--- src/design/mtlp_pkg.sv ---
// Shared widths and result codes for the memory trace line parser.
// No dependencies; the channel interfaces refer to it and the top level imports it.
package mtlp_pkg;

   localparam int SIZE_BITS = 32;
   localparam int LINE_BITS = 32;

   localparam int CHAR_W   = 8;
   localparam int STATUS_W = 2;
   localparam int KIND_W   = 2;
   localparam int ADDR_W   = 64;
   localparam int OSIZE_W  = 32;
   localparam int OLINE_W  = 32;

   typedef logic [STATUS_W-1:0] status_type;
   typedef logic [KIND_W-1:0]   kind_type;

   localparam status_type STATUS_VALID = 2'd0;
   localparam status_type STATUS_SKIP  = 2'd1;
   localparam status_type STATUS_BAD   = 2'd2;

   localparam kind_type KIND_READ  = 2'd0;
   localparam kind_type KIND_WRITE = 2'd1;
   localparam kind_type KIND_FETCH = 2'd2;

endpackage

--- src/design/mtlp_channels.sv ---
// Valid/ready channel interfaces for the trace characters and the parsed lines.
// Depends on mtlp_pkg for field widths.
interface mtlp_req_if;
   logic                          valid;
   logic                          ready;
   logic [mtlp_pkg::CHAR_W-1:0]   ch;
   logic                          end_of_line;

   modport source (output valid, output ch, output end_of_line, input ready);
   modport sink   (input valid, input ch, input end_of_line, output ready);
endinterface

interface mtlp_rsp_if;
   logic                          valid;
   logic                          ready;
   mtlp_pkg::status_type          line_status;
   mtlp_pkg::kind_type            access_kind;
   logic [mtlp_pkg::ADDR_W-1:0]   access_address;
   logic [mtlp_pkg::OSIZE_W-1:0]  access_size;
   logic [mtlp_pkg::OLINE_W-1:0]  line_index;

   modport source (output valid, output line_status, output access_kind,
                   output access_address, output access_size, output line_index,
                   input ready);
   modport sink   (input valid, input line_status, input access_kind,
                   input access_address, input access_size, input line_index,
                   output ready);
endinterface

--- src/design/memory_trace_line_parser.sv ---
// Memory trace line parser: one character item in, one parsed line item out per line end.
// A line's end-of-line item passes the input register, and its result then loads into the
// result register. Throughput: one item per cycle; an end-of-line item waits only while
// the result register still holds an untaken item. Synchronous active-high reset clears
// the parse state, the line counter and both valid flags. Depends on mtlp_pkg and channels.
module memory_trace_line_parser (
   input logic        clock,
   input logic        reset,
   mtlp_req_if.sink   req,
   mtlp_rsp_if.source rsp
);
   import mtlp_pkg::*;

   // Parse phases of the current line. A malformed line parks in the tail phase
   // with the bad flag set, so nothing after the error can change the outcome.
   localparam int PHASE_W = 4;
   localparam logic [PHASE_W-1:0] PH_LEAD    = 4'd0;
   localparam logic [PHASE_W-1:0] PH_COMMENT = 4'd1;
   localparam logic [PHASE_W-1:0] PH_OP      = 4'd2;
   localparam logic [PHASE_W-1:0] PH_GAP1    = 4'd3;
   localparam logic [PHASE_W-1:0] PH_ADDR    = 4'd4;
   localparam logic [PHASE_W-1:0] PH_ADDR_X  = 4'd5;
   localparam logic [PHASE_W-1:0] PH_GAP2    = 4'd6;
   localparam logic [PHASE_W-1:0] PH_SIZE    = 4'd7;
   localparam logic [PHASE_W-1:0] PH_TAIL    = 4'd8;

   // Character codes.
   localparam logic [CHAR_W-1:0] CH_TAB     = 8'h09;
   localparam logic [CHAR_W-1:0] CH_LF      = 8'h0A;
   localparam logic [CHAR_W-1:0] CH_CR      = 8'h0D;
   localparam logic [CHAR_W-1:0] CH_SPACE   = 8'h20;
   localparam logic [CHAR_W-1:0] CH_HASH    = 8'h23;
   localparam logic [CHAR_W-1:0] CH_ZERO    = 8'h30;
   localparam logic [CHAR_W-1:0] CH_NINE    = 8'h39;
   localparam logic [CHAR_W-1:0] CH_UP_A    = 8'h41;
   localparam logic [CHAR_W-1:0] CH_UP_F    = 8'h46;
   localparam logic [CHAR_W-1:0] CH_UP_I    = 8'h49;
   localparam logic [CHAR_W-1:0] CH_UP_L    = 8'h4C;
   localparam logic [CHAR_W-1:0] CH_UP_M    = 8'h4D;
   localparam logic [CHAR_W-1:0] CH_UP_S    = 8'h53;
   localparam logic [CHAR_W-1:0] CH_UP_X    = 8'h58;
   localparam logic [CHAR_W-1:0] CH_LO_A    = 8'h61;
   localparam logic [CHAR_W-1:0] CH_LO_F    = 8'h66;
   localparam logic [CHAR_W-1:0] CH_LO_I    = 8'h69;
   localparam logic [CHAR_W-1:0] CH_LO_L    = 8'h6C;
   localparam logic [CHAR_W-1:0] CH_LO_M    = 8'h6D;
   localparam logic [CHAR_W-1:0] CH_LO_S    = 8'h73;
   localparam logic [CHAR_W-1:0] CH_LO_X    = 8'h78;
   // Subtracting these leaves the hex value of a letter digit in the low nibble.
   localparam logic [CHAR_W-1:0] HEX_UP_BIAS = 8'h37;
   localparam logic [CHAR_W-1:0] HEX_LO_BIAS = 8'h57;

   localparam logic [LINE_BITS-1:0] LINE_ONE = {{(LINE_BITS-1){1'b0}}, 1'b1};

   // Input register stage.
   logic              in_valid_ff, in_valid_in;
   logic [CHAR_W-1:0] ch_ff;
   logic              eol_ff;

   // Parse state.
   logic [PHASE_W-1:0]   phase_ff, phase_in;
   logic [ADDR_W-1:0]    addr_ff, addr_in;
   logic [SIZE_BITS-1:0] size_ff, size_in;
   kind_type             kind_ff, kind_in;
   logic [1:0]           cnt_ff, cnt_in;
   logic                 bad_ff, bad_in;
   logic                 pend_ff, pend_in;
   logic [LINE_BITS-1:0] line_ff, line_in;

   // Result register.
   logic                 rsp_valid_ff, rsp_valid_in;
   status_type           status_ff, status_in;
   kind_type             okind_ff, okind_in;
   logic [ADDR_W-1:0]    oaddr_ff, oaddr_in;
   logic [OSIZE_W-1:0]   osize_ff, osize_in;
   logic [OLINE_W-1:0]   oline_ff, oline_in;

   logic accept, advance, out_free, load_rsp;

   // Character classes of the registered character.
   logic                 is_sep, is_ws, is_digit, hex_ok, is_x;
   logic [3:0]           hex_val;
   logic [CHAR_W-1:0]    hex_diff;
   logic                 addr_ovf, size_ovf;
   logic [ADDR_W-1:0]    addr_shift;
   logic [SIZE_BITS+3:0] size_wide, size_prod;
   logic                 addr_step, size_step, line_ok;

   // Handshakes. A character moves on every cycle; a line end moves only when the
   // result register is empty or being emptied in the same cycle.
   assign out_free  = !rsp_valid_ff || rsp.ready;
   assign advance   = in_valid_ff && (!eol_ff || out_free);
   assign load_rsp  = advance && eol_ff;
   assign req.ready = !in_valid_ff || advance;
   assign accept    = req.valid && req.ready;
   assign in_valid_in  = accept || (in_valid_ff && !advance);
   assign rsp_valid_in = load_rsp || (rsp_valid_ff && !rsp.ready);

   assign is_sep   = (ch_ff == CH_SPACE) || (ch_ff == CH_TAB);
   assign is_ws    = is_sep || ((ch_ff >= CH_LF) && (ch_ff <= CH_CR));
   assign is_digit = (ch_ff >= CH_ZERO) && (ch_ff <= CH_NINE);
   assign is_x     = (ch_ff == CH_LO_X) || (ch_ff == CH_UP_X);

   always_comb begin
      hex_ok   = 1'b1;
      hex_diff = ch_ff - CH_ZERO;
      priority if (is_digit) begin
         hex_diff = ch_ff - CH_ZERO;
      end else if ((ch_ff >= CH_LO_A) && (ch_ff <= CH_LO_F)) begin
         hex_diff = ch_ff - HEX_LO_BIAS;
      end else if ((ch_ff >= CH_UP_A) && (ch_ff <= CH_UP_F)) begin
         hex_diff = ch_ff - HEX_UP_BIAS;
      end else begin
         hex_ok = 1'b0;
      end
   end
   assign hex_val = hex_diff[3:0];

   // Address: shifting in another nibble while the top nibble is nonzero would push bits out of the word.
   assign addr_ovf   = |addr_ff[ADDR_W-1:ADDR_W-4];
   assign addr_shift = {addr_ff[ADDR_W-5:0], hex_val};

   // Size: times ten is two shifted copies added; any carry into the top four
   // bits means the value no longer fits in SIZE_BITS.
   assign size_wide = {4'b0000, size_ff};
   assign size_prod = (size_wide << 3) + (size_wide << 1)
                      + {{SIZE_BITS{1'b0}}, hex_val};
   assign size_ovf  = |size_prod[SIZE_BITS+3:SIZE_BITS];

   always_comb begin
      phase_in  = phase_ff;
      addr_in   = addr_ff;
      size_in   = size_ff;
      kind_in   = kind_ff;
      cnt_in    = cnt_ff;
      bad_in    = bad_ff;
      pend_in   = pend_ff;
      line_in   = line_ff;
      addr_step = 1'b0;
      size_step = 1'b0;
      if (advance) begin
         if (eol_ff) begin
            // Line end: start the next line from scratch.
            phase_in = PH_LEAD;
            addr_in  = '0;
            size_in  = '0;
            kind_in  = KIND_READ;
            cnt_in   = 2'd0;
            bad_in   = 1'b0;
            pend_in  = 1'b0;
            line_in  = line_ff + LINE_ONE;
         end else begin
            unique case (phase_ff)
               PH_LEAD: begin
                  if (is_ws) begin
                     phase_in = PH_LEAD;
                  end else if (ch_ff == CH_HASH) begin
                     phase_in = PH_COMMENT;
                  end else if ((ch_ff == CH_UP_L) || (ch_ff == CH_LO_L)) begin
                     kind_in  = KIND_READ;
                     phase_in = PH_OP;
                  end else if ((ch_ff == CH_UP_S) || (ch_ff == CH_LO_S) ||
                               (ch_ff == CH_UP_M) || (ch_ff == CH_LO_M)) begin
                     kind_in  = KIND_WRITE;
                     phase_in = PH_OP;
                  end else if ((ch_ff == CH_UP_I) || (ch_ff == CH_LO_I)) begin
                     kind_in  = KIND_FETCH;
                     phase_in = PH_OP;
                  end else begin
                     bad_in   = 1'b1;
                     phase_in = PH_TAIL;
                  end
               end
               PH_OP: begin
                  if (is_sep) begin
                     phase_in = PH_GAP1;
                  end else begin
                     bad_in   = 1'b1;
                     phase_in = PH_TAIL;
                  end
               end
               PH_GAP1: begin
                  if (!is_sep) begin
                     if (is_ws) begin
                        bad_in   = 1'b1;
                        phase_in = PH_TAIL;
                     end else begin
                        addr_step = 1'b1;
                     end
                  end
               end
               PH_ADDR, PH_ADDR_X: begin
                  if (!is_sep && is_ws) begin
                     bad_in   = 1'b1;
                     phase_in = PH_TAIL;
                  end else begin
                     addr_step = 1'b1;
                  end
               end
               PH_GAP2: begin
                  if (!is_ws) begin
                     size_step = 1'b1;
                  end
               end
               PH_SIZE: begin
                  size_step = 1'b1;
               end
               default: begin
                  phase_in = phase_ff;
               end
            endcase

            if (addr_step) begin
               if (is_sep) begin
                  if (phase_ff == PH_ADDR_X) begin
                     bad_in   = 1'b1;
                     phase_in = PH_TAIL;
                  end else begin
                     phase_in = PH_GAP2;
                  end
               end else if ((cnt_ff == 2'd1) && (addr_ff == '0) && is_x) begin
                  // "0x" prefix: a hex digit must still follow.
                  phase_in = PH_ADDR_X;
                  cnt_in   = 2'd2;
               end else if (!hex_ok || addr_ovf) begin
                  bad_in   = 1'b1;
                  phase_in = PH_TAIL;
               end else begin
                  addr_in  = addr_shift;
                  phase_in = PH_ADDR;
                  if (cnt_ff != 2'd3) begin
                     cnt_in = cnt_ff + 2'd1;
                  end
               end
            end

            if (size_step) begin
               if (is_sep) begin
                  // After trailing odd whitespace only more whitespace may come.
                  if (!pend_ff) begin
                     phase_in = PH_TAIL;
                  end
               end else if (is_ws) begin
                  pend_in = 1'b1;
               end else if (pend_ff || !is_digit || size_ovf) begin
                  bad_in   = 1'b1;
                  phase_in = PH_TAIL;
               end else begin
                  size_in  = size_prod[SIZE_BITS-1:0];
                  phase_in = PH_SIZE;
               end
            end
         end
      end
   end

   // Result of the line being closed, taken from the state before the line end.
   assign line_ok = !bad_ff && ((phase_ff == PH_SIZE) || (phase_ff == PH_TAIL))
                    && (size_ff != '0);

   always_comb begin
      if ((phase_ff == PH_LEAD) || (phase_ff == PH_COMMENT)) begin
         status_in = STATUS_SKIP;
      end else if (line_ok) begin
         status_in = STATUS_VALID;
      end else begin
         status_in = STATUS_BAD;
      end
      okind_in = line_ok ? kind_ff : KIND_READ;
      oaddr_in = line_ok ? addr_ff : '0;
      osize_in = line_ok ? OSIZE_W'(size_ff) : '0;
      oline_in = OLINE_W'(line_in);
   end

   always_ff @(posedge clock) begin
      if (reset) begin
         in_valid_ff  <= 1'b0;
         rsp_valid_ff <= 1'b0;
         phase_ff     <= PH_LEAD;
         addr_ff      <= '0;
         size_ff      <= '0;
         kind_ff      <= KIND_READ;
         cnt_ff       <= 2'd0;
         bad_ff       <= 1'b0;
         pend_ff      <= 1'b0;
         line_ff      <= '0;
      end else begin
         in_valid_ff  <= in_valid_in;
         rsp_valid_ff <= rsp_valid_in;
         phase_ff     <= phase_in;
         addr_ff      <= addr_in;
         size_ff      <= size_in;
         kind_ff      <= kind_in;
         cnt_ff       <= cnt_in;
         bad_ff       <= bad_in;
         pend_ff      <= pend_in;
         line_ff      <= line_in;
      end
   end

   always_ff @(posedge clock) begin
      if (accept) begin
         ch_ff  <= req.ch;
         eol_ff <= req.end_of_line;
      end
      if (load_rsp) begin
         status_ff <= status_in;
         okind_ff  <= okind_in;
         oaddr_ff  <= oaddr_in;
         osize_ff  <= osize_in;
         oline_ff  <= oline_in;
      end
   end

   assign rsp.valid          = rsp_valid_ff;
   assign rsp.line_status    = status_ff;
   assign rsp.access_kind    = okind_ff;
   assign rsp.access_address = oaddr_ff;
   assign rsp.access_size    = osize_ff;
   assign rsp.line_index     = oline_ff;

`ifndef SYNTHESIS
   a_line_restart: assert property (@(posedge clock) disable iff (reset)
      load_rsp |=> (phase_ff == PH_LEAD) && !bad_ff && !pend_ff && (cnt_ff == 2'd0))
      else $error("parse state not cleared after a line end");

   a_bad_parks: assert property (@(posedge clock) disable iff (reset)
      bad_ff |-> (phase_ff == PH_TAIL))
      else $error("malformed line left the tail phase");

   a_quiet_fields: assert property (@(posedge clock) disable iff (reset)
      (rsp_valid_ff && (status_ff != STATUS_VALID)) |->
         ((okind_ff == KIND_READ) && (oaddr_ff == '0) && (osize_ff == '0)))
      else $error("fields of a non-valid line are not zero");

   a_result_cause: assert property (@(posedge clock) disable iff (reset)
      $rose(rsp_valid_ff) |-> $past(load_rsp))
      else $error("result appeared without a line end");
`endif

endmodule
--- src/flat_wrapper.sv ---
// flat-port wrapper written by rule: the top's interface ports become plain ports
module memory_trace_line_parser_flat import mtlp_pkg::*;
  (clock, reset, req_valid, req_ch, req_end_of_line, req_ready, rsp_valid, rsp_line_status, rsp_access_kind, rsp_access_address, rsp_access_size, rsp_line_index, rsp_ready);
  mtlp_req_if req_i ();
  mtlp_rsp_if rsp_i ();
  input logic clock;
  input logic reset;
  input wire logic [$bits(req_i.valid)-1:0] req_valid;
  input wire logic [$bits(req_i.ch)-1:0] req_ch;
  input wire logic [$bits(req_i.end_of_line)-1:0] req_end_of_line;
  output wire logic [$bits(req_i.ready)-1:0] req_ready;
  output wire logic [$bits(rsp_i.valid)-1:0] rsp_valid;
  output wire logic [$bits(rsp_i.line_status)-1:0] rsp_line_status;
  output wire logic [$bits(rsp_i.access_kind)-1:0] rsp_access_kind;
  output wire logic [$bits(rsp_i.access_address)-1:0] rsp_access_address;
  output wire logic [$bits(rsp_i.access_size)-1:0] rsp_access_size;
  output wire logic [$bits(rsp_i.line_index)-1:0] rsp_line_index;
  input wire logic [$bits(rsp_i.ready)-1:0] rsp_ready;
  assign req_i.valid = req_valid;
  assign req_i.ch = req_ch;
  assign req_i.end_of_line = req_end_of_line;
  assign req_ready = req_i.ready;
  assign rsp_valid = rsp_i.valid;
  assign rsp_line_status = rsp_i.line_status;
  assign rsp_access_kind = rsp_i.access_kind;
  assign rsp_access_address = rsp_i.access_address;
  assign rsp_access_size = rsp_i.access_size;
  assign rsp_line_index = rsp_i.line_index;
  assign rsp_i.ready = rsp_ready;
  memory_trace_line_parser u_core (.clock(clock), .reset(reset), .req(req_i), .rsp(rsp_i));
endmodule
--- config.mk ---
export PLATFORM = sky130hd
export DESIGN_NAME = memory_trace_line_parser_flat
export DESIGN_NICKNAME = d
export VERILOG_FILES = /design/src/design/mtlp_pkg.sv /design/src/design/mtlp_channels.sv /design/src/design/memory_trace_line_parser.sv /design/src/flat_wrapper.sv
export SDC_FILE = /design/constraint.sdc
export NUM_CORES = 1
export LEC_CHECK = 0
export BUFFER_PORTS_ARGS = -buffer_cell sky130_fd_sc_hd__buf_4
export CAP_MARGIN = 20
export CORE_MARGIN = 3
export CORE_UTILIZATION = 39
export CTS_CLUSTER_DIAMETER = 100
export CTS_CLUSTER_SIZE = 14
export DETAILED_ROUTE_END_ITERATION = 6
export PLACE_DENSITY = 0.61
export REMOVE_ABC_BUFFERS = 1
export SLEW_MARGIN = 20
export SYNTH_ARGS = -nofsm -noshare
export SYNTH_HDL_FRONTEND = slang
export SYNTH_SLANG_ARGS = --single-unit
--- constraint.sdc ---
create_clock -name clock -period 10.8 [get_ports clock]
set_input_delay 1.08 -clock clock [delete_from_list [all_inputs] [get_ports clock]]
set_output_delay 1.08 -clock clock [all_outputs]
set_load 0.05 [all_outputs]
# Yosys cells after proc, flatten, opt, wreduce, memory -nomap -nowiden
# Index checks and enable logic that the tools add are counted.
totals:
  in_bits: 13
  output_inout_bits: 134
  register_bits: 281
  word_cells: 206
classes:
  muxes: 86
  n_addsub: 7
  n_eq_ne: 30
  magnitude_cmp: 8
  reduce_logical: 58
op_table:
  columns: ["operator", "n"]
  rows:
  - ["$mux W64", 5]
  - ["$mux W32", 7]
  - ["$mux W4", 23]
  - ["$eq A8 B7 Y1 const B", 10]
  - ["$logic_not A64 Y1", 1]
  - ["$add A35 B33 Y36", 1]
  - ["$add A36 B4 Y36", 1]
  - ["$mux W1", 33]
  - ["$add A32 B1 Y32 const B", 1]
  - ["$reduce_bool A32 Y1", 1]
  - ["$mux W2", 14]
  - ["$reduce_and A5 Y1", 4]
  - ["$logic_or A1 B1 Y1", 18]
  - ["$eq A4 B3 Y1 const B", 4]
  - ["$eq A8 B6 Y1 const B", 2]
  - ["$ge A8 B7 Y1 const B", 2]
  - ["$le A8 B7 Y1 const B", 2]
  - ["$pmux W4 S4", 1]
  - ["$logic_and A1 B1 Y1", 14]
  - ["$ne A2 B1 Y1 const B", 6]
  - ["$logic_not A1 Y1", 9]
  - ["$eq A4 B2 Y1 const B", 2]
  - ["$eq A8 B4 Y1 const B", 1]
  - ["$ge A8 B4 Y1 const B", 1]
  - ["other kinds (20)", 26]

# Logic depth before layout (Yosys ltp)
# Gate-level depths: netlist (run 1).
depth:
  word_depth: 18
  mapped_depth: 22

# Least setup slack after synthesis (run 1)
# No wires, ideal clock.
synth_path:
  kind: "input -> register"
  start: "input port rsp_ready"
  end: "register u_core.oline_ff[12], in the netlist u_core.rsp.line_index[12] (data pin)"
  stages: 8
  arrival_ns: 6.485
  required_ns: 10.538
  setup_slack_ns: 4.054
  cell_sequence: "nand2b_1 nand3_1 inv_1 clkbuf_1 nand4_1 nor2_1 nand4_1 xnor2_1"
synth_between:
  elab_chain_len: 4
synth_lines:
  columns: ["element", "line", "rtl"]
  rows:
  - ["from (decl)", "flat_wrapper.sv:18", "input wire logic [$bits(rsp_i.ready)-1:0] rsp_ready;"]
  - ["$logic_or A1 B1 Y1", "memory_trace_line_parser.sv:91", "assign out_free = !rsp_valid_ff || rsp.ready;"]
  - ["$logic_or A1 B1 Y1", "memory_trace_line_parser.sv:92", "assign advance = in_valid_ff && (!eol_ff || out_free);"]
  - ["$logic_and A1 B1 Y1", "memory_trace_line_parser.sv:92", null]
  - ["$mux W32", "memory_trace_line_parser.sv:141", "if (advance) begin"]
  - ["net u_core.line_in[12]", "memory_trace_line_parser.sv:68", "logic [LINE_BITS-1:0] line_ff, line_in;"]
  - ["to (signal assigned)", "memory_trace_line_parser.sv:311", "oline_ff <= oline_in;"]
  - ["to (decl)", "memory_trace_line_parser.sv:76", "logic [OLINE_W-1:0] oline_ff, oline_in;"]
# The timed path passes the listed nets, and every way through them passes these cells.
# A chain may end at the register's enable or synchronous reset.

# Worst setup path after layout (run 1)
layout_path:
  start: "register u_core.ch_ff[4]"
  end: "register u_core.size_ff[13]"
layout_between:
  elab_chain_len: 11
layout_lines:
  columns: ["element", "line", "rtl"]
  rows:
  - ["from (decl)", "memory_trace_line_parser.sv:57", "logic [CHAR_W-1:0] ch_ff;"]
  - ["from (signal assigned)", "memory_trace_line_parser.sv:303", "ch_ff <= req.ch;"]
  - ["$ge A8 B7 Y1 / $le A8 B7 Y1 (equally long branches)", "memory_trace_line_parser.sv:111", "end else if ((ch_ff >= CH_UP_A) && (ch_ff <= CH_UP_F)) begin"]
  - ["$logic_and A1 B1 Y1", "memory_trace_line_parser.sv:111", null]
  - ["$mux W4", "memory_trace_line_parser.sv:111", null]
  - ["$mux W4", "memory_trace_line_parser.sv:109", "end else if ((ch_ff >= CH_LO_A) && (ch_ff <= CH_LO_F)) begin"]
  - ["$mux W4", "memory_trace_line_parser.sv:107", "priority if (is_digit) begin"]
  - ["$add A36 B4 Y36", "memory_trace_line_parser.sv:127", "+ {{SIZE_BITS{1'b0}}, hex_val};"]
  - ["$mux W32", "memory_trace_line_parser.sv:245", "end else if (pend_ff || !is_digit || size_ovf) begin"]
  - ["$mux W32", "memory_trace_line_parser.sv:243", "end else if (is_ws) begin"]
  - ["$mux W32", "memory_trace_line_parser.sv:238", "if (is_sep) begin"]
  - ["$mux W32", "memory_trace_line_parser.sv:237", "if (size_step) begin"]
  - ["$mux W32", "memory_trace_line_parser.sv:142", "if (eol_ff) begin"]
  - ["to (signal assigned)", "memory_trace_line_parser.sv:292", "size_ff <= size_in;"]
  - ["to (decl)", "memory_trace_line_parser.sv:63", "logic [SIZE_BITS-1:0] size_ff, size_in;"]
# Several ways; a longest one is shown, not always the timed one. The select of a mux whose other input is x is not followed.

==> results.md, run 1 <==
- Ratio of cells with drive above 1 in the final layout: about 14%
- CP Class: flip-flop to flip-flop
- Tot GR Track Use: 16.5%
- Crit path cell chain: nor4b_1 > o21ai_0 > a31oi_1 > nand2_1 > xnor2_1 > ha_1 > ha_1 > inv_1 > fa_1 > nor2b_1 > o2111ai_1 > a31oi_2 > o31ai_1 > and4_1 > or3_1 > or4_4 > or3_1 > buf_4 > mux2_4
- Fill count: 3,128
- Area occupied by registers: 7040 µm²
- Distinct cell type count after synthesis: 71
- Mapped Area: roughly 13,000 µm²
- Initial core utilization: 39.7%
- P_sw: 495 µW
- Xor/xnor share of the synthesized area: 3.88%
- Setup Fix Bufs, Post-CTS: 0
- Period utilization: 56.6%
- Fin area: around 16,000 µm²
- Final Util: between 40% and 50%
- Slew Limit Fails: 0
- Area of the multi-input gates: 5950 µm²
- Fin crit period: 6.11 ns
- CP max FO: 18
- Final setup viols: 0
- Status: complete, no violations
- Crit path max-delay family: simple AND/OR/NAND/NOR gates
- Maximum VDD drop: roughly 90 µV
- NumNets Final: 1,472
- CP max stage cell: or3_1
- Area growth from synthesis to layout: 16.6%
- Largest net degree at the start of global routing: 84
- Seq/Total Area, Yosys: 52.8%
- Routed wirelength normalized by instance count: 16.5 µm
- Detailed Place HPWL: 21,200 µm
- Syn avg cell area: 10.5 µm²
- I/O pin count: approximately 150
- Antenna diodes: 0
- Dpl cell area: about 15,000 µm²
- Main combinational cell family by area after synthesis: simple AND/OR/NAND/NOR gates
- Clk Latency, worst-skew pair: 0.52 ns
- Post-route setup slack: between 4 and 5 ns
- # rows: 67
- I/O Buffers: 146
- Vias in the first global route: 9,490
- Worst slew pin tran: between 1 and 1.5 ns
- Inst Count DP: 1,809
- CTS buffer count: 24
- WP buf/inv: 2
- Post-Layout Cell Count: 1,853
- Startpoint types: flip-flop
- Compound-gate portion of the synthesized area: about 11%
- Initial antenna violation count: 1
- Remaining antenna violation count after routing: 0
- Power Total: between 2 and 2.5 mW
- Fin Setup TNS: 0 ns
- Post-synth EDFFs: about 140
- Clock buffer depth: 3
- Clock sinks: 281
- Remaining DRCs: 0
- Drt first pass iters: 6
- Overflow after GRT: 0
- RSZ-0062 raised after global routing: false
- Synth Area in Simple Gates: about a fifth
- Reg power frac: between 50% and 60%
- Die Span X: around 190 µm
- Final hold violation count: 0
- Root Buffer: clkbuf_16
- Top post-synthesis cells by area: edfxtp_1 32%, dfxtp_1 21%, ha_1 6.6%
- Synth warn: 0
- Max-cap violations: 0
- Placeable Area: ~34,000 µm²
- Routed vias: 9,674
- Post-synth top area share: 31.8%
- Min-delay worst type: flip-flop to flip-flop
- CP arrival: 6.53 ns
- Combinational fraction of design power: 6.5%
- Commonest non-fill, non-tap cell in the layout: buf_4
- Fraction of synthesis flops using an asynchronous set or reset pin: 0%
- Die Span Y: 191 µm
- Hold_buf cts: 0
- Via density: between 5 and 6
- DP Worst Slack: ~4.7 ns
- Adder-Cell Fraction of Synth Area: under 10%
- Commonest non-fill, non-tap cells in the layout: 156 x buf_4, 141 x edfxtp_1, 140 x dfxtp_1
- # resized after CTS: 0
- Synthesized flop and latch total: 281
- Internal: 1.63 mW
- Final wirelength: 30,600 µm
- CTS clk-pin slew, worst paths: 0.07 ns
- Fmax: 0.164 GHz
- Global-route wire length before repair: 49,700 µm
- Mux cell area share after synthesis: 2.52%
- TritonCTS clock tree: yes
- Max incr delay on CP: slightly below 0.8 ns
- Die Area: 36,400 µm²
- First DRT Iteration DRCs: 706
- Post-Syn Instances: between 1k and 1.5k
- Clock power share: between 30% and 40%
- Synth Flop Type: edfxtp_1
- PwrDens: 136 nW/µm²
- Leakage: between 6 and 7 nW
- Leading area contributor after synthesis: edfxtp_1
- Crit. End Element: flip-flop
- Skew final: 0.0247 ns
- Routability Congestion: 0.903
- Htree depth: 1
- Worst hold slack: 0.511 ns
- Sw Ratio: 23.3%
- CP required: 11.22 ns
- Max transition margin: about 30%
==> per-layer routing <==
layer	vias to the layer above	global-route usage, %	wire length (µm)
li1	4803	-	-
met5	-	0	0
met2	232	27.7	14300
met1	4594	22.7	14200
met3	45	1.89	1440
met4	0	4.29	705
==> tightest hold or removal path, delay by kind of cell (launching register included) <==
family	cells	cell delay, ns
and+or+nand+nor	1	0.07
DFF	1	0.35
AOI/OAI and AO/OA	1	0.05
==> final timing paths <==
kind	endpoint	depth (start not counted)	slack, ns	startpoint
hold / removal	u_core.cnt_ff[0]$_SDFFE_PP0P_	2	0.51	u_core.cnt_ff[0]$_SDFFE_PP0P_
setup reg to reg	u_core.size_ff[13]$_SDFFE_PP0P_	19	4.69	u_core.ch_ff[4]$_DFFE_PP_
setup / recovery	u_core.size_ff[13]$_SDFFE_PP0P_	19	4.69	u_core.ch_ff[4]$_DFFE_PP_
hold reg to reg	u_core.cnt_ff[0]$_SDFFE_PP0P_	2	0.51	u_core.cnt_ff[0]$_SDFFE_PP0P_
==> state kept, by name, indices dropped and copies added, names as in the netlist, 4 cells and up <==
signal	count
u_core.rsp.access_size	32
u_core.size_ff	32
u_core.rsp.access_address	64
u_core.phase_ff	4
u_core.ch_ff	8
u_core.line_ff	32
u_core.rsp.line_index	32
u_core.addr_ff	64
==> power by group through the flow <==
| stage | sequential [mW] | clock (mW) | combinational (mW) |
|---|---|---|---|
| 2_1_floorplan | 1.23 | 0 | 0.0278 |
| 3_3_place_gp | 1.17 | 0 | 0.138 |
| 3_5_place_dp | 1.17 | 0 | 0.138 |
| 4_1_cts | 1.15 | 0.867 | 0.139 |
| 5_1_grt | 1.15 | 0.903 | 0.145 |
| 6_report | 1.15 | 0.839 | 0.137 |
==> cell usage after synthesis, drive strengths merged (3+ instances only) <==
library cell and n:
nor2b 39, a21o 10, o211ai 4, o22ai 3
o21a 8, a211o 3, a21oi 45, a211oi 7
a2111oi 4, mux2i 32, and2 106, o21ai 28
or3 10, xor2 19, nor4 24, a21boi 5
nand2b 7, dfxtp 140, nand4 21, nor2 119
xnor2 40, nand2 119, a22oi 65, a31oi 14
edfxtp 141, nand3 25, ha 70, buf 6
inv 24, and4 4, nor4b 3, or2 5
o31ai 5, clkbuf 56, nand3b 4, and3 3
or4 3, nor3 16
==> cells by family after synthesis <==
group | count (synthesis)
AO/OA/AOI/OAI | 221
XOR/XNOR | 59
multiplexers | 33
buffers and inverters | 86
adder cells (fa/ha/maj) | 72
flip-flops | 281
AND/OR/NAND/NOR | 515
==> layout make-up <==
class / count / share of cell area, %
clock buffers: 42 / 4.43
clock inverters: 2 / 0.266
inverters: 24 / 0.612
multi-input cells: 900 / 38.3
flip-flops and latches: 281 / 45.3
well taps: 448 / 3.61
repair buffers: 156 / 7.53
Note: power is estimated with default switching activity, not from simulation.
==> run 2, diff against run 1 <==
- PLACE_DENSITY: 0.61 -> 0.63
- clock period: 10.8 -> 5.3 ns (I/O delays scaled with it)
==> run 2 against run 1 <==
Net effect:
- first-iteration DRC count decreased by 13%
- maximum frequency rose by 21%
- core utilization rose by 0.40 points
- global-route usage grew 0.17 points
- non-clock buffer count rose by 16
- worst hold slack worse by 0.32 ns
- clock power rose by 97%
- die area unchanged
- critical path depth rose by 1
- sequential cell count stayed put
- register-to-register slack lost 4.4 ns
- sequential share of layout area decreased by 0.39 points
- critical endpoint is now u_core.size_ff[20]$_SDFFE_PP0P_
==> results.md, run 2 (synthesis gave the netlist of run 1 again) <==
- TritonCTS clock tree: yes
- Tot GR Track Use: 16.6% (+0.17 points)
- CP max stage cell: edfxtp_1
- Remaining antenna violation count after routing: 0 (unchanged)
- Clock sinks: 281 (unchanged)
- Detailed Place HPWL: 21,700 µm (+2.5%)
- Commonest non-fill, non-tap cell in the layout: buf_4
- Antenna diodes: 0 (unchanged)
- Status: complete, no violations
- Clock buffer depth: 3 (unchanged)
- Worst slew pin tran: 0.989 ns (-0.0578 ns)
- Startpoint types: flip-flop
- Crit path max-delay family: simple AND/OR/NAND/NOR gates
- Final setup viols: 0 (unchanged)
- Maximum VDD drop: 206 µV (+130%)
- Overflow after GRT: 0 (unchanged)
- Hold_buf cts: 0 (unchanged)
- Final wirelength: 31,200 µm (+2.0%)
- Power Total: 4.28 mW (+100%)
- CP max FO: 22 (+4)
- Routed wirelength normalized by instance count: 16.7 µm (+1.2%)
- Placeable Area: 33,600 µm² (unchanged)
- Leakage: 6.14 nW (+1.2%)
- CTS buffer count: 24 (unchanged)
- Largest net degree at the start of global routing: 87 (+3.6%)
- Routed vias: 9,838 (+1.7%)
- Dpl cell area: 14,900 µm² (+0.42%)
- Global-route wire length before repair: 49,900 µm (+0.47%)
- Fin area: 15,700 µm² (+0.86%)
- Fill count: 3,141 (+0.42%)
- Die Span X: 191 µm (unchanged)
- Post-Layout Cell Count: 1,868 (+0.81%)
- Root Buffer: clkbuf_16
- Initial antenna violation count: 0 (-1)
- Final hold violation count: 0 (unchanged)
- Slew Limit Fails: 0 (unchanged)
- CP required: 5.69 ns (-5.53 ns)
- Die Span Y: 191 µm (unchanged)
- Fmax: 0.199 GHz (+21%)
- Initial core utilization: 39.7% (unchanged)
- Commonest non-fill, non-tap cells in the layout: 171 x buf_4, 141 x edfxtp_1, 140 x dfxtp_1
- Min-delay worst type: primary input to flip-flop
- Crit. End Element: flip-flop
- I/O Buffers: 146 (unchanged)
- Max transition margin: 34.1% (+4.2 points)
- Fin Setup TNS: 0 ns (unchanged)
- Via density: 5.27 (+0.88%)
- Drt first pass iters: 5 (-1)
- First DRT Iteration DRCs: 613 (-13%)
- Fin crit period: 5.03 ns (-1.08 ns)
- Clk Latency, worst-skew pair: 0.53 ns (about the same)
- I/O pin count: 147 (unchanged)
- Remaining DRCs: 0 (unchanged)
- Max-cap violations: 0 (unchanged)
- Max incr delay on CP: 0.46 ns (-0.31 ns)
- Period utilization: 95.0% (+38 points)
- WP buf/inv: 3 (+1)
- CTS clk-pin slew, worst paths: 0.07 ns (about the same)
- Htree depth: 1 (unchanged)
- # rows: 67 (unchanged)
- Die Area: 36,400 µm² (unchanged)
- Area growth from synthesis to layout: 17.6%
- Routability Congestion: 0.875 (-3.1%)
- Vias in the first global route: 9,424 (-0.70%)
- NumNets Final: 1,488 (+1.1%)
- PwrDens: 273 nW/µm² (+100%)
- Inst Count DP: 1,817 (+0.44%)
- Ratio of cells with drive above 1 in the final layout: 15.7% (+1.4 points)
- Crit path cell chain: inv_1 > ha_2 > o21ai_0 > a31oi_2 > nand2_1 > xnor2_1 > ha_1 > ha_1 > inv_1 > fa_1 > nor2b_2 > o2111ai_2 > a31oi_2 > o31ai_1 > and4_1 > or3_1 > or4_4 > or3_4 > buf_8 > mux2i_1
- Skew final: 0.0302 ns (+0.00551 ns)
- CP Class: flip-flop to flip-flop
- CP arrival: 5.43 ns (-1.10 ns)
[run 2: cell count changes in the layout (fill, tap and decap cells not counted), sizes merged]
cell and change:
clkinv +1, inv -1, bufinv -1, buf +16
[run 2: timing repair]
action                                  4_1_cts  5_1_grt
resized for setup                             0        9
buffers inserted                              1        7
endpoints found under the hold margin         0        0
endpoints found under the setup margin       21       32
pin swaps                                     1        1
[run 2: path summary, 6_finish.rpt]
check	startpoint	endpoint	cells past startpoint	slack [ns]
max reg2reg	u_core.ch_ff[1]$_DFFE_PP_	u_core.size_ff[20]$_SDFFE_PP0P_	20	0.27
max	u_core.ch_ff[1]$_DFFE_PP_	u_core.size_ff[20]$_SDFFE_PP0P_	20	0.27
min	req_end_of_line	u_core.eol_ff$_DFFE_PP_	1	0.19
min reg2reg	u_core.kind_ff[0]$_SDFFE_PP0P_	u_core.kind_ff[0]$_SDFFE_PP0P_	2	0.49
[run 2: routing by layer]
layer	up-vias	GRT usage, %	share of wire [%]
li1	4842	-	-
met1	4768	23.1	47
met2	199	28.2	48
met3	29	2.15	4.2
met4	0	3.08	1.3
met5	-	0	0
[run 2: area by class of cell]
type                    count  area [µm²]  area share, %
flip-flops and latches    281        7040           44.9
repair buffers            172        1300           8.28
multi-input cells         900        5980           38.2
well taps                 448         561           3.57
clock inverters             1        16.3          0.104
clock buffers              42         689           4.40
inverters                  24        95.1          0.606
[run 2: where the power goes]
group,switching (mW),internal (mW)
combinational,0.216,0.0755
clock,0.769,0.882
sequential,0.0205,2.31
[run 2: stage by stage]
stage	worst slack [ns]	hold slack, ns	util [%]
2_1_floorplan	-1.31	0.448	-
3_3_place_gp	0.170	0.483	44.3
3_5_place_dp	-0.0479	0.488	44.3
4_1_cts	0.0187	0.178	46.4
5_1_grt	-0.0147	0.175	46.6
6_report	0.268	0.195	46.6
[run 2: worst reg2reg max path: cells and delay by family, from the launching register on]
| family | cells | cell delay (ns) |
|---|---|---|
| buf+inv | 3 | 0.43 |
| compound gates | 5 | 0.90 |
| mux | 1 | 0.15 |
| fa+ha+maj | 4 | 1.11 |
| flops | 1 | 0.46 |
| xor+xnor | 1 | 0.18 |
| simple gates | 6 | 1.68 |
==> run 3, diff against run 2 <==
- CELL_PAD_IN_SITES_DETAIL_PLACEMENT: default -> 1
- CELL_PAD_IN_SITES_GLOBAL_PLACEMENT: default -> 1
- PLACE_DENSITY: 0.63 -> 0.76
==> run 3 against run 2 <==
Net effect:
- routed wire length grew 9.8%
- power grew 1.1%
- non-clock buffer count is 1 lower
- final area barely moved
- combinational power up 2%
- sequential share of layout area about the same
- count of clock-buffer cells in the layout up 1
- first-iteration DRC count up 8.6%
- worst hold slack lost 0.0029 ns
- final cell count did not move
- highest routed layer unchanged
==> results.md, run 3 (synthesis gave the netlist of run 1 again) <==
- Commonest non-fill, non-tap cells in the layout: 169 x buf_4, 141 x edfxtp_1, 140 x dfxtp_1
- Placeable Area: 33,600 µm² (unchanged)
- Clock sinks: 281 (unchanged)
- Min-delay worst type: primary input to flip-flop
- Maximum VDD drop: 185 µV (-10%)
- Drt first pass iters: 5 (unchanged)
- CP Class: flip-flop to flip-flop
- Remaining DRCs: 0 (unchanged)
- Initial core utilization: 39.7% (unchanged)
- Max incr delay on CP: 0.53 ns (+0.07 ns)
- Ratio of cells with drive above 1 in the final layout: 15.8% (+0.14 points)
- Commonest non-fill, non-tap cell in the layout: buf_4
- Clock buffer depth: 3 (unchanged)
- CP max FO: 17 (-23%)
- CTS clk-pin slew, worst paths: 0.07 ns (about the same)
- # rows: 67 (unchanged)
- Max-cap violations: 0 (unchanged)
- PwrDens: 275 nW/µm² (+1.0%)
- Largest net degree at the start of global routing: 83 (-4.6%)
- Tot GR Track Use: 18.4% (+1.8 points)
- Routed wirelength normalized by instance count: 18.3 µm (+9.8%)
- Remaining antenna violation count after routing: 0 (unchanged)
- Routability Congestion: 0.844 (-3.6%)
- Crit. End Element: flip-flop
- Hold_buf cts: 0 (unchanged)
- Crit path max-delay family: simple AND/OR/NAND/NOR gates
- CP arrival: 5.53 ns (+0.10 ns)
- I/O pin count: 147 (unchanged)
- WP buf/inv: 3 (unchanged)
- Global-route wire length before repair: 55,000 µm (+10%)
- DP Worst Slack: -0.158 ns (-0.110 ns)
- TritonCTS clock tree: yes
- CTS buffer count: 24 (unchanged)
- Post-route setup slack: 0.168 ns (-0.0999 ns)
- Fin crit period: 5.13 ns (+0.0999 ns)
- I/O Buffers: 146 (unchanged)
- Root Buffer: clkbuf_16
- Skew final: 0.0195 ns (-0.0106 ns)
- Detailed Place HPWL: 24,400 µm (+12%)
- Fmax: 0.195 GHz (-1.9%)
- Leakage: 6.15 nW (about the same)
- First DRT Iteration DRCs: 666 (+8.6%)
- Vias in the first global route: 10.2k (+8.5%)
- Max transition margin: 35.0% (+0.95 points)
- Clk Latency, worst-skew pair: 0.53 ns (about the same)
- Via density: 5.35 (+1.5%)
- Crit path cell chain: inv_2 > ha_1 > nand2b_1 > o21ai_0 > a31oi_2 > a21o_1 > fa_1 > inv_1 > fa_1 > nor2b_2 > o2111ai_2 > a31oi_2 > o31ai_1 > and4_1 > or3_1 > or4_4 > or3_4 > buf_6 > mux2i_1
- Die Span X: 191 µm (unchanged)
- Initial antenna violation count: 0 (unchanged)
- Antenna diodes: 0 (unchanged)
- Final setup viols: 0 (unchanged)
- Final Util: 46.7% (about the same)
- Final hold violation count: 0 (unchanged)
- Routed vias: 9,986 (+1.5%)
- Period utilization: 96.8% (+1.9 points)
- Fin Setup TNS: 0 ns (unchanged)
- Startpoint types: flip-flop
- Slew Limit Fails: 0 (unchanged)
- CP required: 5.70 ns (about the same)
- Htree depth: 1 (unchanged)
- Area growth from synthesis to layout: 17.7% (about the same)
- Die Span Y: 191 µm (unchanged)
- Status: complete, no violations
- Reg2Reg Setup Slack: 0.17 ns (-0.10 ns)
- Final wirelength: 34,300 µm (+9.8%)
- CP max stage cell: fa_1
- NumNets Final: 1,487 (-0.067%)
- Die Area: 36,400 µm² (unchanged)
- Overflow after GRT: 0 (unchanged)
- Worst slew pin tran: 0.970 ns (-0.0188 ns)
==> run 3: cell type report <==
cell class              count  area [µm²]
multi-input cells         900        5990
repair buffers            171        1290
inverters                  24        95.1
flip-flops and latches    281        7040
clock buffers              43         714
fillers                  3729       17900
well taps                 448         561
clock inverters             1        8.76
==> run 3: power breakdown <==
group | switching (mW) | internal, mW
clock network | 0.785 | 0.912
registers | 0.0188 | 2.31
logic | 0.220 | 0.0755
==> run 3: path summary, 6_finish.rpt <==
path                             startpoint                         endpoint  cells after the start
min                         req_end_of_line          u_core.eol_ff$_DFFE_PP_                      1
max reg2reg       u_core.ch_ff[1]$_DFFE_PP_  u_core.size_ff[20]$_SDFFE_PP0P_                     19
max               u_core.ch_ff[1]$_DFFE_PP_  u_core.size_ff[20]$_SDFFE_PP0P_                     19
min reg2reg  u_core.kind_ff[0]$_SDFFE_PP0P_   u_core.kind_ff[0]$_SDFFE_PP0P_                      2
==> run 3: stage by stage <==
| stage | cells | hold WS [ns] | area [µm²] | power, mW |
|---|---|---|---|---|
| after floorplan | 1205 | 0.448 | 13000 | 2.56 |
| after global placement | 1817 | 0.476 | 14900 | 2.67 |
| after detailed placement | 1817 | 0.481 | 14900 | 2.67 |
| after CTS | 1862 | 0.169 | 15600 | 4.37 |
| after global routing | 1868 | 0.164 | 15700 | 4.48 |
| final | 1868 | 0.192 | 15700 | 4.32 |
==> run 3: repair_timing <==
item,4_1_cts,5_1_grt
pin swaps,1,2
setup buffers,1,6
gates resized for setup,3,9
endpoints found under the setup margin,32,32
==> run 3: routing by layer <==
metal | routed length (µm) | global-route usage, % | vias up
li1 | - | - | 4841
met1 | 15200 | 24.2 | 4903
met2 | 17000 | 32.5 | 191
met3 | 1330 | 1.93 | 51
met4 | 706 | 4.57 | 0
met5 | 0 | 0 | -
